===== config.mk =====
export PLATFORM = sky130hd
export DESIGN_NAME = adam_ram
export DESIGN_NICKNAME = d
export VERILOG_FILES = /design/src/hw/rtl/adam_ram.sv
export SDC_FILE = /design/constraint.sdc
export NUM_CORES = 2
export LEC_CHECK = 0
export BUFFER_PORTS_ARGS = -buffer_cell sky130_fd_sc_hd__buf_2
export CAP_MARGIN = 30
export CORE_AREA = 2 2 447 360
export CTS_CLUSTER_DIAMETER = 80
export DETAILED_ROUTE_END_ITERATION = 12
export DIE_AREA = 0 0 449 362
export PLACE_DENSITY = 0.65
export SETUP_SLACK_MARGIN = 0.15
export SYNTH_ARGS = -nofsm -noshare
export SYNTH_HDL_FRONTEND = slang
export SYNTH_SLANG_ARGS = --single-unit

===== constraint.sdc =====
create_clock -name i_clk -period 7.25 [get_ports i_clk]
set_input_delay 1.45 -clock i_clk [delete_from_list [all_inputs] [get_ports i_clk]]
set_output_delay 1.45 -clock i_clk [all_outputs]
set_load 0.02 [all_outputs]

===== src/hw/rtl/adam_ram.sv =====
module adam_ram #(
    parameter int WIDTH = 32,
    parameter int DEPTH = 64,
    localparam int AW = (DEPTH > 1) ? $clog2(DEPTH) : 1
) (
    input  logic             i_clk,
    input  logic             i_we,
    input  logic [AW-1:0]    i_waddr,
    input  logic [WIDTH-1:0] i_wdata,
    input  logic [AW-1:0]    i_raddr,
    output logic [WIDTH-1:0] o_rdata
);

    logic [WIDTH-1:0] r_mem [DEPTH];

    always_ff @(posedge i_clk) begin
        if (i_we) begin
            r_mem[i_waddr] <= i_wdata;
        end
        o_rdata <= r_mem[i_raddr];
    end

endmodule


==> impl_results.md <==
* Seq pwr share at 54.9%
* Placed cells at 5491
* CTS tree: yes
* RSZ-0062 raised after global routing: false
* Port buffer count at just under 80
* Avg Cell Area, Syn at approximately 24 sq um
* XOR/XNOR Fraction of Synth Area at 0%
* Total number of vias at 37.2k
* First-pass GRT wire length at 278 mm
* Post-synthesis cell type with the largest combined area: edfxtp_1
* Row count at about 130
* Multiplexer share of the synthesized area at between 15 and 20%
* Post-route setup slack at between 3 and 4 ns
* Final Cycle Share at between 50% and 60%
* Largest cells by area after synthesis: edfxtp_1 78%, mux4_2 16%, mux2i_1 1.2%
* Final core occ at a little under three fifths
* Layout cells sized above 1 at 29.8%
* Clock power frac at ~40%
* Pre-CTS WS at 2.49 ns
* Max Slew Vio Count at 0
* Post-route ant nets at 0
* VDD IR max at approximately 0.00024 V
* Largest net degree at the start of global routing at roughly 120
* Synth unique cells at 34
* Num CTS Buffers at between 150 and 200
* Worst-path maximum fanout at between 60 and 70
* Final-layout fill cell count at about 11k
* Total Power at 24.4 mW
* Dpl hpwl at ~110 mm
* Crit Path Class: in -> reg
* Hold Crit Depth at 4
* Worst Setup Start Kind: input pin
* Hold bufs inserted after CTS at 0
* Clock sinks at 2080
* Setup crit end kind: flip-flop
* Synth top area share at 78.3%
* Clock skew at ~0.037 ns
* Hold Vio Cnt, Final at 0
* Compound-cell area share of the yosys netlist at 1.67%
* Total power per unit cell area at 274 mW/mm^2
* Drt pass-1 iters at 5
* Mapped Area at about 0.08 sq mm
* Slowest-stage cell, CP: buf_4
* Die ar. at 0.163 sq mm
* Sequential cell area at approximately 0.062 sq mm
* Wire per inst at approximately 33 um
* Sw Share at a little over a fifth
* Slew margin rel. at about a quarter
* Synth Area in Simple Gates at under 10%
* Remaining DRCs at 0
* Number of max-cap violations at 0
* CP cell instances: buf_8 > buf_12 > buf_4 > mux4_2 > o221ai_1 > a21oi_1 > a21oi_1 > nor2_1
* Vias in the first global route at approximately 37k
* Switch Pwr at just over 5 mW
* H-tree Lvls at 4
* Gate power share at under 10%
* Setup TNS at 0 ns
* Fin nets at roughly 3.6k
* GRT Resource Usage Total at ~24%
* Synth-to-Final Area Change at 13.2%
* Least-Margin Pin Slew at about 1.1 ns
* Skew-Pair Late Insertion Delay at 0.83 ns
* Antenna violations before repair at 24
* Initial Utilization at about half
* Bufs on Longest Clock Path at 3
* Main combinational cell family by area after synthesis: multiplexers
* Register area share after synthesis at between 70% and 80%
* Cell-internal power at 19.2 mW
* Clk slew on worst S/H paths at 0.06 ns
* Vias per cell at 6.35
* Setup violators final at 0
* Warnings, synthesis at 0
* CP peak stage delay at roughly 0.70 ns
* Req. time, crit path at roughly 8 ns
* Most used cell, CP: a21oi_1
* Die Height at between 300 and 400 um
* CTS root buf: clkbuf_16
* FMAX at between 200 and 300 MHz
* Yosys reg bits at 2080
* Total Routed Length at approximately 200 mm
* Routability Congestion at around 0.8
* Worst Path Arrival at about 4.6 ns
* Final Critical Period at 3.93 ns
* Post-Layout Cell Count at about 5.9k
* Hold crit path type: reg -> reg
* Post-synthesis adder-cell area fraction at 0%
* Iter 0 DRT Violations at roughly 5.7k
* R2r worst-path depth at 4
* Mapped Cells at between 3k and 4k
* CTS resizes at 0
* Die width at between 400 and 500 um
* Status: complete, no violations
* Leak Pwr at 27.6 nW
* Grt ovf at 0
* Multi-input gate area at about 0.016 sq mm
* Core ar. at roughly 0.16 sq mm
* I/O pin total at 78
* Synthesized net count at roughly 3.4k
* Post-CTS Setup Bufs at 0
-- worst max-delay path: cells and delay by family --
kind / cells / cell delay (ns)
compound gates: 3 / 0.82
buf+inv: 3 / 1.63
mux: 1 / 0.41
simple gates: 1 / 0.10
-- metal layers --
layer  global-route usage, %  up-vias  part of all wire, %
met2                    37.2     1948                   47
met3                    4.25      285                  9.2
met4                    5.93        6                  2.2
met1                    36.6    20200                   42
li1                        -    14800                    -
met5                       0        -                0.017
-- kinds of logic after synthesis --
kind of cell,count (synthesis)
compound gates,202
buf+inv,182
simple gates,223
flops,2080
mux,637
-- synth_stat cells --
| library cell | number |
|---|---|
| mux4_2 | 544 |
| or2_2 | 1 |
| a21oi_1 | 62 |
| nand3_1 | 5 |
| and3_1 | 4 |
| buf_1 | 21 |
| buf_2 | 57 |
| buf_4 | 25 |
| a22oi_1 | 12 |
| buf_6 | 5 |
| o22ai_1 | 84 |
| nor2b_1 | 15 |
| nand2b_1 | 8 |
| a31oi_1 | 1 |
| clkbuf_1 | 74 |
| nand3b_1 | 5 |
| nor2_1 | 137 |
| nand2_1 | 26 |
| nand4_1 | 2 |
| or3b_2 | 3 |
| or3_1 | 3 |
| nor3_1 | 7 |
| or3b_1 | 2 |
| a311oi_1 | 8 |
| or2_0 | 1 |
| o32ai_1 | 4 |
| nand4b_1 | 1 |
| a41o_1 | 4 |
| o221ai_1 | 27 |
| edfxtp_1 | 2048 |
| mux2i_1 | 93 |
| or2_1 | 1 |
| and2_1 | 2 |
| dfxtp_1 | 32 |
-- cell type report --
type	instances	area share, %
Timing Repair Buffer	226	2.32
Multi-Input combinational cell	1062	18.0
Antenna cell	4	0.0113
Tap cell	2128	2.99
Sequential cell	2080	69.9
Clock inverter	83	0.739
Clock buffer	275	6.08
-- sequential cells by signal, summed over array words and instances (netlist names) --
signal	flops
o_rdata	32
r_mem	2048
-- stage by stage --
stage | hold WS (ns) | area (sq um)
floorplan | 0.663 | 78500
global placement | 0.742 | 82200
detailed placement | 0.773 | 82700
CTS | 0.775 | 88800
global route | 0.892 | 88900
finish | 0.775 | 88900
-- worst paths after layout --
path,startpoint,end,slack (ns)
worst max register to register,r_mem[47][7]$_DFFE_PP_,o_rdata[7]$_DFF_P_,4.94
worst max-delay path,i_raddr[2],o_rdata[13]$_DFF_P_,3.32
worst min-delay path,r_mem[28][20]$_DFFE_PP_,o_rdata[20]$_DFF_P_,0.78
worst min register to register,r_mem[28][20]$_DFFE_PP_,o_rdata[20]$_DFF_P_,0.78
-- cells in the final DEF, fill, tap and decap left out, types with 4 or more instances in the layout --
master | Yosys | final
clkinv_1 | 0 | 26
clkinvlp_4 | 0 | 5
nor2b_1 | 15 | 15
dfxtp_1 | 32 | 32
buf_8 | 0 | 5
clkbuf_16 | 0 | 198
edfxtp_1 | 2048 | 2048
nor3_1 | 7 | 5
nand2_1 | 26 | 26
nand3b_1 | 5 | 5
buf_16 | 0 | 6
nor2_4 | 0 | 62
bufinv_16 | 0 | 7
a311oi_1 | 8 | 8
clkbuf_8 | 0 | 16
nand3_1 | 5 | 5
inv_6 | 0 | 4
a21oi_1 | 62 | 62
nor2_1 | 137 | 74
a22oi_1 | 12 | 12
clkinv_2 | 0 | 35
clkbuf_1 | 74 | 61
a41o_1 | 4 | 4
mux2i_1 | 93 | 93
nand2b_1 | 8 | 7
clkinv_8 | 0 | 5
buf_12 | 0 | 32
o221ai_1 | 27 | 27
buf_4 | 25 | 104
buf_2 | 57 | 78
mux4_2 | 544 | 544
o22ai_1 | 84 | 84
and3_1 | 4 | 4
o32ai_1 | 4 | 4
diode_2 | 0 | 4
-- power groups by stage --
| stage | clock, mW | sequential (mW) | combinational [mW] |
|---|---|---|---|
| final | 9.74 | 13.4 | 1.25 |
| after detailed placement | 0 | 13.6 | 1.25 |
| after floorplan | 0 | 13.6 | 0.647 |
| after CTS | 9.89 | 13.4 | 1.25 |
| after global routing | 10.3 | 13.4 | 1.33 |
| after global placement | 0 | 13.6 | 1.20 |
No activity file was read; power rests on OpenSTA's default activity.
