[src/hw/rtl/adam_pkg.sv]
package adam_pkg;

    // Storage depth and the widths that follow from it.
    localparam int MAX_VARS = 64;
    localparam int IDX_W    = (MAX_VARS > 1) ? $clog2(MAX_VARS) : 1;
    localparam int CNT_W    = $clog2(MAX_VARS + 1);
    localparam int COUNT_W  = 7;
    localparam int CW_W     = (CNT_W > COUNT_W) ? CNT_W : COUNT_W;

    // Shared divide / square root unit.
    localparam int NUM_W      = 96;
    localparam int DEN_W      = 49;
    localparam int DIV_STEPS  = 96;
    localparam int SQRT_STEPS = 32;
    localparam int STEP_W     = 7;
    localparam logic [63:0] SQRT_TOP_BIT = 64'h4000_0000_0000_0000;

    localparam logic [32:0] ONE_Q32 = 33'h1_0000_0000;
    localparam logic signed [50:0] M_MAX = 51'sh0_7FFF_FFFF_FFFF;
    localparam logic signed [50:0] M_MIN = -51'sh0_8000_0000_0000;

    typedef enum logic [1:0] {
        KIND_LOAD,
        KIND_GRAD,
        KIND_READ,
        KIND_NONE
    } t_kind;

    typedef enum logic [2:0] {
        CFG_COUNT,
        CFG_BETA_ONE,
        CFG_BETA_TWO,
        CFG_STEP_SIZE,
        CFG_STABILIZER,
        CFG_MIN_NORM,
        CFG_MAX_NORM
    } t_cfg_idx;

    typedef enum logic {
        ITER_DIV,
        ITER_SQRT
    } t_iter_mode;

    typedef struct packed {
        logic       start;
        t_iter_mode mode;
    } t_iter_req;

    typedef struct packed {
        logic busy;
        logic done;
        logic sat;
    } t_iter_rsp;

    typedef enum logic [4:0] {
        ST_IDLE,
        ST_LOAD,
        ST_RD_ADDR,
        ST_RD_DATA,
        ST_G_READ,
        ST_G_P1,
        ST_G_P2,
        ST_G_SQR,
        ST_G_M1,
        ST_G_M2,
        ST_G_V1,
        ST_G_V2,
        ST_G_DIVM,
        ST_G_DIVV,
        ST_G_SQRT,
        ST_G_E1,
        ST_G_E2,
        ST_G_DIVD,
        ST_G_UPD,
        ST_NORM,
        ST_OUT
    } t_state;

endpackage

[src/hw/rtl/adam_iter.sv]
module adam_iter (
    input  logic                      i_clk,
    input  logic                      i_rst_n,
    input  adam_pkg::t_iter_req       i_req,
    input  logic [adam_pkg::NUM_W-1:0] i_num,
    input  logic [adam_pkg::DEN_W-1:0] i_den,
    input  logic [63:0]               i_rad,
    output adam_pkg::t_iter_rsp       o_rsp,
    output logic [63:0]               o_result
);
    import adam_pkg::*;

    logic             r_busy;
    logic             r_done;
    logic             r_sat;
    t_iter_mode       r_mode;
    logic [STEP_W-1:0] r_step;
    logic [NUM_W-1:0] r_num;
    logic [DEN_W-1:0] r_den;
    logic [63:0]      r_rem;
    logic [63:0]      r_acc;

    logic [64:0]      sub_a;
    logic [64:0]      sub_b;
    logic [64:0]      diff;
    logic             ge;
    logic             last_step;

    // One subtractor serves both the restoring divide and the root.
    always_comb begin
        if (r_mode == ITER_DIV) begin
            sub_a = {15'b0, r_rem[DEN_W-1:0], r_num[NUM_W-1]};
            sub_b = {16'b0, r_den};
            last_step = (r_step == STEP_W'(DIV_STEPS - 1));
        end else begin
            sub_a = {1'b0, r_rem};
            sub_b = {1'b0, r_acc + r_num[63:0]};
            last_step = (r_step == STEP_W'(SQRT_STEPS - 1));
        end
        diff = sub_a - sub_b;
        ge   = ~diff[64];
    end

    always_ff @(posedge i_clk) begin
        if (!i_rst_n) begin
            r_busy <= 1'b0;
            r_done <= 1'b0;
            r_mode <= ITER_DIV;
        end else begin
            r_done <= 1'b0;
            if (i_req.start) begin
                r_busy <= 1'b1;
                r_mode <= i_req.mode;
                r_step <= '0;
                r_sat  <= 1'b0;
                r_acc  <= '0;
                r_den  <= i_den;
                if (i_req.mode == ITER_DIV) begin
                    r_rem <= '0;
                    r_num <= i_num;
                end else begin
                    r_rem <= i_rad;
                    r_num <= {32'b0, SQRT_TOP_BIT};
                end
            end else if (r_busy) begin
                r_rem  <= ge ? diff[63:0] : sub_a[63:0];
                r_step <= r_step + 1'b1;
                if (r_mode == ITER_DIV) begin
                    if (r_acc[63]) begin
                        r_sat <= 1'b1;
                    end
                    r_acc <= {r_acc[62:0], ge};
                    r_num <= {r_num[NUM_W-2:0], 1'b0};
                end else begin
                    r_acc <= ge ? ((r_acc >> 1) + r_num[63:0]) : (r_acc >> 1);
                    r_num <= r_num >> 2;
                end
                if (last_step) begin
                    r_busy <= 1'b0;
                    r_done <= 1'b1;
                end
            end
        end
    end

    assign o_rsp.busy = r_busy;
    assign o_rsp.done = r_done;
    assign o_rsp.sat  = r_sat;
    assign o_result   = r_acc;

endmodule

[config.mk]
export PLATFORM = sky130hd
export DESIGN_NAME = adam_iter
export DESIGN_NICKNAME = d
export VERILOG_FILES = /design/src/hw/rtl/adam_pkg.sv /design/src/hw/rtl/adam_iter.sv
export SDC_FILE = /design/constraint.sdc
export NUM_CORES = 1
export LEC_CHECK = 0
export BUFFER_PORTS_ARGS = -buffer_cell sky130_fd_sc_hd__buf_4
export CORE_MARGIN = 2
export CORE_UTILIZATION = 50
export DETAILED_ROUTE_END_ITERATION = 8
export PLACE_DENSITY = 0.78
export SETUP_SLACK_MARGIN = 0.3
export SLEW_MARGIN = 20
export SYNTH_ARGS = -nofsm -noshare
export SYNTH_HDL_FRONTEND = slang
export SYNTH_SLANG_ARGS = --single-unit
[constraint.sdc]
create_clock -name i_clk -period 9.81 [get_ports i_clk]
set_input_delay 1.4715 -clock i_clk [delete_from_list [all_inputs] [get_ports i_clk]]
set_output_delay 1.4715 -clock i_clk [all_outputs]
set_load 0.01 [all_outputs]
==> impl_metrics.py <==
metrics = {
    "status": {
        "status": "complete, no violations",
    },
    "route": {
        "viasPerCell": 6.25,
        "drt-initial-drc-count": 2548,
        "wire_per_inst_um": 21.4,
        "dr.pass1.iters": 5,
        "wl_um": 83300,
        "ant_nets": 0,
        "num_vias": 24381,
        "drc": 0,
    },
    "clock_tree": {
        "htreeDepth": 2,
        "post_cts_resized": 0,
        "cts_sinks": 284,
        "root_buffer": "clkbuf_16",
        "cts_tree": "done",
        "clock_latency_ns": 0.58,
        "cts_setup_buffers": 0,
        "cts_hold_buf": 0,
        "clk_pin_slew_ns": 0.06,
        "numCtsBuffers": 36,
        "clockBufferDepth": 3,
    },
    "timing": {
        "tightest_slew_ns": 1.01,
        "clock_skew_ns": 0.0228,
        "tns_ns": 0,
        "final_max_slew_viol_count": 0,
        "hold_slack_ns": 0.571,
        "rsz0062_at_grt": "false",
        "max_clock_freq_mhz": 139,
        "min_period_over_period_pct": 73.1,
        "setup_viol": 0,
        "relSlewSlack_pct": 32.5,
        "layout_min_cycle_time_ns": 7.17,
        "hold_viol": 0,
    },
    "place": {
        "place_congestion": 0.995,
        "placed_area_sq_um": 28500,
        "numPortBuffers": 279,
        "dpl.cell_count": 3830,
        "hpwl_um": 63300,
    },
    "floorplan": {
        "core_area_sq_um": 51400,
        "initial_utilization_pct": 50.7,
        "io_pins": 280,
        "die-area_sq_um": 53900,
        "rows": 83,
        "die_h_um": 232,
        "die_width_um": 232,
    },
    "grt": {
        "grt_pass1_wl_um": 128000,
        "antenna_found_initial": 4,
        "grt_max_degree": 83,
        "grt_pass1_vias": 22612,
        "gr-total-overflow": 0,
        "grt_util_all_layers_pct": 30.1,
    },
    "worst_hold_path": {
        "worstHoldPathType": "register to register",
        "whs_path_depth": 1,
    },
    "synthesis": {
        "ys_seq_area_share_pct": 32.6,
        "ys_top_cells_by_area": "edfxtp_1 32%, ha_1 9.2%, nand2_1 6.4%",
        "synth_edf_count": 281,
        "yosys_most_used_dff": "edfxtp_1",
        "synth_commonest_cells": "443 x nand2_1, 281 x edfxtp_1, 273 x o21ai_0, 263 x a21oi_1, 219 x nor2_1",
        "synth_top_area_share_pct": 32.4,
        "syn-cell-area_sq_um": 26000,
        "syn_avg_cell_area_sq_um": 8.61,
        "synth-warning-count": 0,
        "synth_nets": 3433,
        "yosysUniqueCellTypes": 85,
        "yosysMostFrequentCell": "nand2_1",
        "async_flop_share_pct": 0,
        "ys_seq_elements": 284,
        "synth_top_area_cell": "edfxtp_1",
        "synth_cells": 3025,
    },
    "worst_setup_path": {
        "worst_ep_required_time_ns": 10.09,
        "crit_chain": "ha_1, a21o_1, a21o_1, a2111oi_0, o31ai_1, and3_1, a2111oi_2, a211o_1, o2111ai_2, a31oi_1, mux2_2, ha_1, a21o_1, a21o_1, a221oi_1, o21ai_1, a21o_1, a21o_1, a31oi_4, buf_4, buf_4, nor2_1, a21oi_1, o21ai_0",
        "critPathMaxFanout": 33,
        "cpMostUsedCell": "a21o_1",
        "critPathKind": "register to register",
        "slowest_delay_ns": 0.50,
        "worst_ep_arrival_time_ns": 7.46,
        "cpMaxStageDelayCell": "edfxtp_1",
        "reg2regPathDepth": 24,
        "cp-start-kind": "register",
        "cp-end-kind": "register",
    },
    "power_and_ir_drop": {
        "seqPwrFrac_pct": 31.2,
        "combPwrFrac_pct": 41.5,
        "p_per_area_nw_per_um2": 171,
        "p_sw_mw": 1.97,
        "clkPwrFrac_pct": 27.3,
        "p_leak_nw": 12.0,
        "peakVddDrop_mv": 0.146,
        "sw_frac_of_total_pct": 38.7,
        "intPower_mw": 3.11,
    },
    "layout": {
        "nNetsFinal": 3596,
        "syn_to_final_growth_pct": 14.0,
        "nFillCells": 4643,
        "drive_above_1_share_pct": 13.7,
        "fin_area_sq_um": 29700,
        "finalNonFillerCells": 3899,
    },
    "run": {
        "drv_cap": 0,
    },
}
stage by stage:
stage / utilization [%] / worst slack, ns / power (mW)
floorplan: - / 1.86 / 3.09
global placement: 55.4 / 2.87 / 3.64
detailed placement: 55.4 / 2.85 / 3.66
CTS: 57.7 / 2.82 / 5.05
global route: 57.7 / 2.26 / 5.34
finish: 57.8 / 2.64 / 5.08
logic make-up after synthesis:
kind of cell,after synthesis,synth area share [%]
multiplexers,194,7.71
adder cells (fa/ha/maj),195,9.45
AO/OA/AOI/OAI,1001,24.7
flip-flops,284,32.6
AND/OR/NAND/NOR,951,16.4
buffers and inverters,236,3.65
XOR/XNOR,164,5.51
critical path, delay by kind of cell, from the launching register on:
kind            cells  cell delay (ns)
compound gates     17             3.85
buf+inv             2             0.91
fa+ha+maj           2             0.85
flops               1             0.50
mux                 1             0.40
simple gates        2             0.31
final timing paths:
check | from | endpoint | slack [ns]
max | r_num[22] | r_rem[5] | 2.64
max reg2reg | r_num[22] | r_rem[5] | 2.64
min reg2reg | r_num[93] | r_num[94] | 0.57
min | r_num[93] | r_num[94] | 0.57
final cells by class:
type	instances	area, sq um	area share [%]
multi-input combinational	2505	16600	56.0
inverter	59	221	0.746
timing repair buffer	302	2270	7.65
antenna	4	10.0	0.0337
clock inverter	23	236	0.797
clock buffer	42	965	3.25
sequential	284	8500	28.6
tap	680	851	2.87
registers in the layout, summed over array words and instances (netlist names):
register  flops
r_done        1
r_busy        1
r_num        96
r_step        7
r_sat         1
r_mode        1
o_result     64
r_rem        64
r_den        49
placed cells by master (no fill, tap or decap), drive strengths merged, types with 49 or more instances in the layout:
master,count
edfxtp,281
a21o,125
mux2i,140
nor2,219
buf,302
a21oi,265
nand2,443
ha,192
inv,61
mux2,54
xor2,63
nand4,49
o21ai,283
xnor2,101
routing by layer:
| metal | vias up | wire [um] | GRT usage (%) |
|---|---|---|---|
| met2 | 1174 | 36000 | 45.3 |
| met4 | 0 | 2410 | 9.56 |
| met5 | - | 0 | 0 |
| met3 | 139 | 7680 | 4.69 |
| li1 | 11644 | - | - |
| met1 | 11424 | 37200 | 44.1 |
power groups by stage:
stage / registers (mW) / clock network, mW / logic (mW)
final: 1.59 / 1.39 / 2.11
after global routing: 1.60 / 1.45 / 2.30
after CTS: 1.58 / 1.40 / 2.06
after detailed placement: 1.60 / 0 / 2.05
after global placement: 1.60 / 0 / 2.04
after floorplan: 1.57 / 0 / 1.52
No activity file was read; power rests on OpenSTA's default activity.
